<file path="config.mk">
export PLATFORM = sky130hd
export DESIGN_NAME = sgkp_mac
export DESIGN_NICKNAME = d
export VERILOG_FILES = /design/src/rtl/sgkp_pkg.sv /design/src/rtl/sgkp_mac.sv
export SDC_FILE = /design/constraint.sdc
export NUM_CORES = 2
export LEC_CHECK = 0
export BUFFER_PORTS_ARGS = -buffer_cell sky130_fd_sc_hd__buf_2
export CORE_MARGIN = 2
export CORE_UTILIZATION = 49
export DETAILED_ROUTE_END_ITERATION = 16
export GPL_TIMING_DRIVEN = 0
export PLACE_DENSITY = 0.65
export SLEW_MARGIN = 20
export SYNTH_ARGS = -nofsm -noshare
export SYNTH_HDL_FRONTEND = slang
export SYNTH_SLANG_ARGS = --single-unit
</file>
<file path="constraint.sdc">
create_clock -name clk_i -period 23.3 [get_ports clk_i]
set_input_delay 3.495 -clock clk_i [delete_from_list [all_inputs] [get_ports clk_i]]
set_output_delay 3.495 -clock clk_i [all_outputs]
set_load 0.03 [all_outputs]
</file>
<file path="src/rtl/sgkp_pkg.sv">
`timescale 1ns / 1ps

// Shared constants and types for the separable grid kernel projection block.
// The grid length and the samples per cell are powers of two.
package sgkp_pkg;

  // Geometry and number formats.
  localparam int GRID_LEN         = 32;
  localparam int SUPPORT          = 4;
  localparam int SAMPLES_PER_CELL = 64;
  localparam int FRAC_BITS        = 16;

  localparam int CELL_W   = $clog2(GRID_LEN);
  localparam int GRID_VOL = GRID_LEN * GRID_LEN * GRID_LEN;
  localparam int GRID_AW  = 3 * CELL_W;
  localparam int KERN_LEN = SUPPORT * SAMPLES_PER_CELL;
  localparam int KERN_AW  = $clog2(KERN_LEN);
  localparam int SUP_W    = $clog2(SUPPORT);
  localparam int PHASE_W  = $clog2(SAMPLES_PER_CELL);
  localparam int PH_W     = FRAC_BITS + PHASE_W + 1;

  // Field widths.
  localparam int TYPE_W  = 2;
  localparam int IDX_W   = 15;
  localparam int VAL_W   = 32;
  localparam int COORD_W = 21;
  localparam int INT_W   = COORD_W - FRAC_BITS;
  localparam int SUM_W   = 48;

  // Datapath widths: full product, product after rescale, accumulator.
  localparam int PROD_W = 2 * VAL_W;
  localparam int SHR_W  = PROD_W - FRAC_BITS;
  localparam int ACC_W  = SHR_W + $clog2(SUPPORT * SUPPORT * SUPPORT);

  // Stream packing.
  localparam int S_DATA_W = 112;
  localparam int S_USER_W = TYPE_W;
  localparam int M_DATA_W = SUM_W;
  localparam int M_USER_W = 1;
  localparam int IDX_LSB  = 0;
  localparam int VAL_LSB  = IDX_LSB + IDX_W;
  localparam int CX_LSB   = VAL_LSB + VAL_W;
  localparam int CY_LSB   = CX_LSB + COORD_W;
  localparam int CZ_LSB   = CY_LSB + COORD_W;

  // Axis codes used while the kernel samples are preloaded.
  localparam logic [1:0] AXIS_X = 2'd0;
  localparam logic [1:0] AXIS_Y = 2'd1;
  localparam logic [1:0] AXIS_Z = 2'd2;

  typedef enum logic [TYPE_W-1:0] {
    REQ_GRID_WR = 2'd0,
    REQ_KERN_WR = 2'd1,
    REQ_QUERY   = 2'd2
  } req_type_e;

  typedef enum logic [3:0] {
    ST_IDLE,
    ST_LOAD,
    ST_LOAD_WAIT,
    ST_PAIR,
    ST_PAIR_SAT,
    ST_WEIGHT,
    ST_GRID,
    ST_FLUSH,
    ST_DONE
  } seq_state_e;

  // Commands to the shared multiply-accumulate unit.
  typedef struct packed {
    logic mul_en;
    logic acc_clr;
    logic acc_add;
  } mac_ctrl_t;

  // Commands to the memory bank.
  typedef struct packed {
    logic grid_we;
    logic grid_re;
    logic kern_we;
    logic kern_re;
  } mem_ctrl_t;

endpackage

</file>
<file path="src/rtl/sgkp_mac.sv">
`timescale 1ns / 1ps

// Shared signed multiplier with a registered product, a rescale and clip to
// 32 bits for weights, and an exact accumulator clipped to 48 bits at the end.
module sgkp_mac (
  input  logic                                clk_i,
  input  sgkp_pkg::mac_ctrl_t                 ctrl_i,
  input  logic signed [sgkp_pkg::VAL_W-1:0]   op_a_i,
  input  logic signed [sgkp_pkg::VAL_W-1:0]   op_b_i,
  output logic signed [sgkp_pkg::VAL_W-1:0]   weight_o,
  output logic signed [sgkp_pkg::SUM_W-1:0]   sum_o,
  output logic                                sat_o
);

  localparam int SHR_W = sgkp_pkg::SHR_W;
  localparam int VAL_W = sgkp_pkg::VAL_W;
  localparam int ACC_W = sgkp_pkg::ACC_W;
  localparam int SUM_W = sgkp_pkg::SUM_W;

  logic signed [sgkp_pkg::PROD_W-1:0] prod_q, prod_d;
  logic signed [ACC_W-1:0]            acc_q, acc_d;
  logic signed [SHR_W-1:0]            shr;
  logic        [SHR_W-VAL_W:0]        shr_hi;
  logic        [ACC_W-SUM_W:0]        acc_hi;

  // One multiplication per cycle into the product register, while mul_en is set.
  assign prod_d = sgkp_pkg::PROD_W'(op_a_i) * sgkp_pkg::PROD_W'(op_b_i);

  // Rescale rounds toward minus infinity.
  assign shr    = SHR_W'(prod_q >>> sgkp_pkg::FRAC_BITS);
  assign shr_hi = shr[SHR_W-1:VAL_W-1];

  // Weight clipped silently to signed 32 bits.
  always_comb begin
    if ((&shr_hi) || !(|shr_hi)) begin
      weight_o = shr[VAL_W-1:0];
    end else if (shr[SHR_W-1]) begin
      weight_o = {1'b1, {(VAL_W-1){1'b0}}};
    end else begin
      weight_o = {1'b0, {(VAL_W-1){1'b1}}};
    end
  end

  // Accumulator update.
  always_comb begin
    acc_d = acc_q;
    if (ctrl_i.acc_clr) begin
      acc_d = '0;
    end else if (ctrl_i.acc_add) begin
      acc_d = acc_q + ACC_W'(shr);
    end
  end

  always_ff @(posedge clk_i) begin
    if (ctrl_i.mul_en) begin
      prod_q <= prod_d;
    end
    acc_q <= acc_d;
  end

  // Final clip to signed 48 bits.
  assign acc_hi = acc_q[ACC_W-1:SUM_W-1];

  always_comb begin
    sat_o = 1'b0;
    sum_o = acc_q[SUM_W-1:0];
    if (!((&acc_hi) || !(|acc_hi))) begin
      sat_o = 1'b1;
      sum_o = acc_q[ACC_W-1] ? {1'b1, {(SUM_W-1){1'b0}}} : {1'b0, {(SUM_W-1){1'b1}}};
    end
  end

endmodule

</file>
==> impl_metrics.yaml <==
placed_design:
  dp_cells: 5812
  finalWeightedCongestion: 1.03
  pre_cts_ws_ns: 10.14
  hpwl_microns: 125000
  place.port_buffers: 148
worst_setup_path:
  path_depth: 29
  critPathLaunchType: "input pin"
  worstPathArrival_ns: 13.04
  path_class: "input pin to flop"
  startpoint: "op_b_i[5]"
  cp-end-kind: "flop"
  cp-endpoint: "prod_q[63]"
  r2r-end: "acc_q[48]"
  max_stage_delay_ns: 1.01
  rr_startpoint: "acc_q[0]"
  crit_slowest_cell: "fa_1"
  cp_common_cell: "fa_1"
  crit_family: "adder cells"
  critical_path_buf_inv_count: 9
  cp_max_fo: 10
  crit_required_ns: 23.46
  r2r_slack_ns: 19.44
  r2r_cells: 14
global_routing:
  grt_max_degree: 49
  antenna_found_initial: 10
  grt_usage_pct: 33.3
  gr-total-overflow: 0
  grt_pass1_wl_microns: 217000
  grt_pass1_vias: 34100
run_status:
  status: "finished clean"
clocking:
  cts.sinks: 102
  root_buffer: "clkbuf_16"
  cts_hold_buf: 0
  cts_htree_levels: 3
  cts_resized: 0
  path_clk_slew_ns: 0.08
  post_cts_buffers: 0
  worstSkewPairLatency_ns: 0.37
  cts_tree: "yes"
  cts-buffers-inserted: 9
  ctsLongestPathBuffers: 2
layout:
  fillers: 7958
  area_delta_synth_final_pct: 5.89
  layout.cells.non_filler: 5831
  multi_input_area_sq_um: 35200
  final_cell_mix: "1,081 x fa_1, 1,009 x inv_1, 549 x nand2_1, 491 x and2_1, 233 x ha_1"
  fin_nets: 6062
  seq_area_sq_um: 2520
  drive_above_1_share_pct: 4.25
  layout_commonest_cell: "fa_1"
sta:
  fin_ws_ns: 10.42
  hold_viol_final: 0
  slew_headroom_pct: 21.9
  drv_slew: 0
  period_needed_ns: 12.88
  setup_viol_count_final: 0
  skew_ns: 0.0108
  rsz0062_at_grt: "no"
  worst_pin_slew_ns: 1.17
  fmax_ghz: 0.0777
  setup_tns_ns: 0
  hold_ws_ns: 0.475
  final.period_utilization_pct: 55.3
floorplanning:
  dieArea_sq_um: 89000
  coreArea_sq_um: 85500
  initial_utilization_pct: 49.6
  die_w_microns: 298
  num_rows: 107
  fp.dieH_microns: 298
  io_pins: 149
drt:
  first_pass_iters: 6
  remaining_drc_errors: 0
  dr.first_iter.drc_count: 3126
  routed_wl_microns: 144000
  viasPerCell: 5.55
  wire_per_inst_microns: 24.7
  vias: 32300
  ant_nets: 0
logic_synthesis:
  ys_seq_area_share_pct: 5.95
  syn_area_sq_um: 42400
  synth_enable_flop_cells: 48
  yosysUniqueCellTypes: 82
  synthFlopType: "dfxtp_1"
  synth_top_area_share_pct: 51.1
  yosys_warnings: 0
  synth.avg_cell_area_sq_um: 9.39
  synth_area_leaders: "fa_1 51%, inv_1 8.9%, and2_1 7.2%"
  synth_cells: 4519
  syn_nets: 5902
  async_flop_share_pct: 0
  synth-seq-cells: 102
  yosysTopAreaCell: "fa_1"
worst_hold_path:
  hold_path.class: "flop to flop"
job:
  maxCapViolCount: 0
-- cell families after synthesis --
kind of cell	after synthesis	synth area share (%)
fa+ha+maj	1315	57.9
simple gates	1313	15.4
buf+inv	1252	11.1
compound gates	396	6.59
flops	102	5.95
xor+xnor	101	2.08
mux	40	0.947
-- Yosys cell counts, types with 7 or more instances --
library cell     n
a211oi_1        14
and3_1          11
o21ai_0         48
inv_1         1009
nor2_1         129
clkbuf_1       231
mux2i_1         39
nand2_1        549
and2_1         491
nand2b_1        25
dfxtp_1         54
ha_1           233
a21o_1         136
nor2b_1         18
nor3_1          13
a21oi_1         90
edfxtp_1        48
nand3_1         20
nor4_1           7
o21bai_1        11
fa_1          1082
xor2_1          31
o21a_1          15
nand4_1         23
a31oi_1         14
xnor2_1         70
-- worst min-delay path: cells and delay by family (launching register included) --
family             cells  cell delay [ns]
AOI/OAI and AO/OA      1             0.05
DFF                    1             0.33
and+or+nand+nor        1             0.06
-- per-layer routing --
layer	vias to the layer above	GRT usage, %	wire length, microns
li1	13700	-	-
met1	16600	44.4	56200
met2	1733	51.1	62900
met3	328	11.7	19300
met4	6	10.1	5220
met5	-	0.974	144
-- worst min-delay path by stage --
stage	startpoint	endpoint	slack (ns)	cells after the start
after floorplan	acc_q[38]	acc_q[38]	0.44	2
after global placement	acc_q[38]	acc_q[38]	0.46	2
after detailed placement	acc_q[38]	acc_q[38]	0.46	2
after CTS	acc_q[38]	acc_q[38]	0.48	2
after global routing	acc_q[38]	acc_q[38]	0.49	2
final	acc_q[38]	acc_q[38]	0.47	2
-- area by class of cell --
class	count	area share, %
Antenna cell	3	0.0167
Buffer	243	2.05
Clock buffer	9	0.501
Clock inverter	7	0.167
Inverter	1009	8.43
Multi-Input combinational cell	3165	78.4
Sequential cell	102	5.61
Tap cell	1144	3.19
Timing Repair Buffer	149	1.67
-- state kept, by name, indices dropped and copies added (netlist names) --
name and count:
acc_q 54, prod_q 48
-- metrics by stage --
| step | utilization, % | area [sq um] |
|---|---|---|
| after floorplan | - | 42400 |
| after global placement | 52.1 | 44600 |
| after detailed placement | 52.2 | 44600 |
| after CTS | 52.5 | 44900 |
| after global routing | 52.5 | 44900 |
| final | 52.5 | 44900 |
Power is left out: the tool's default activity adds up to more than one toggle a clock period on the data nets, which glitch-free logic cannot reach.
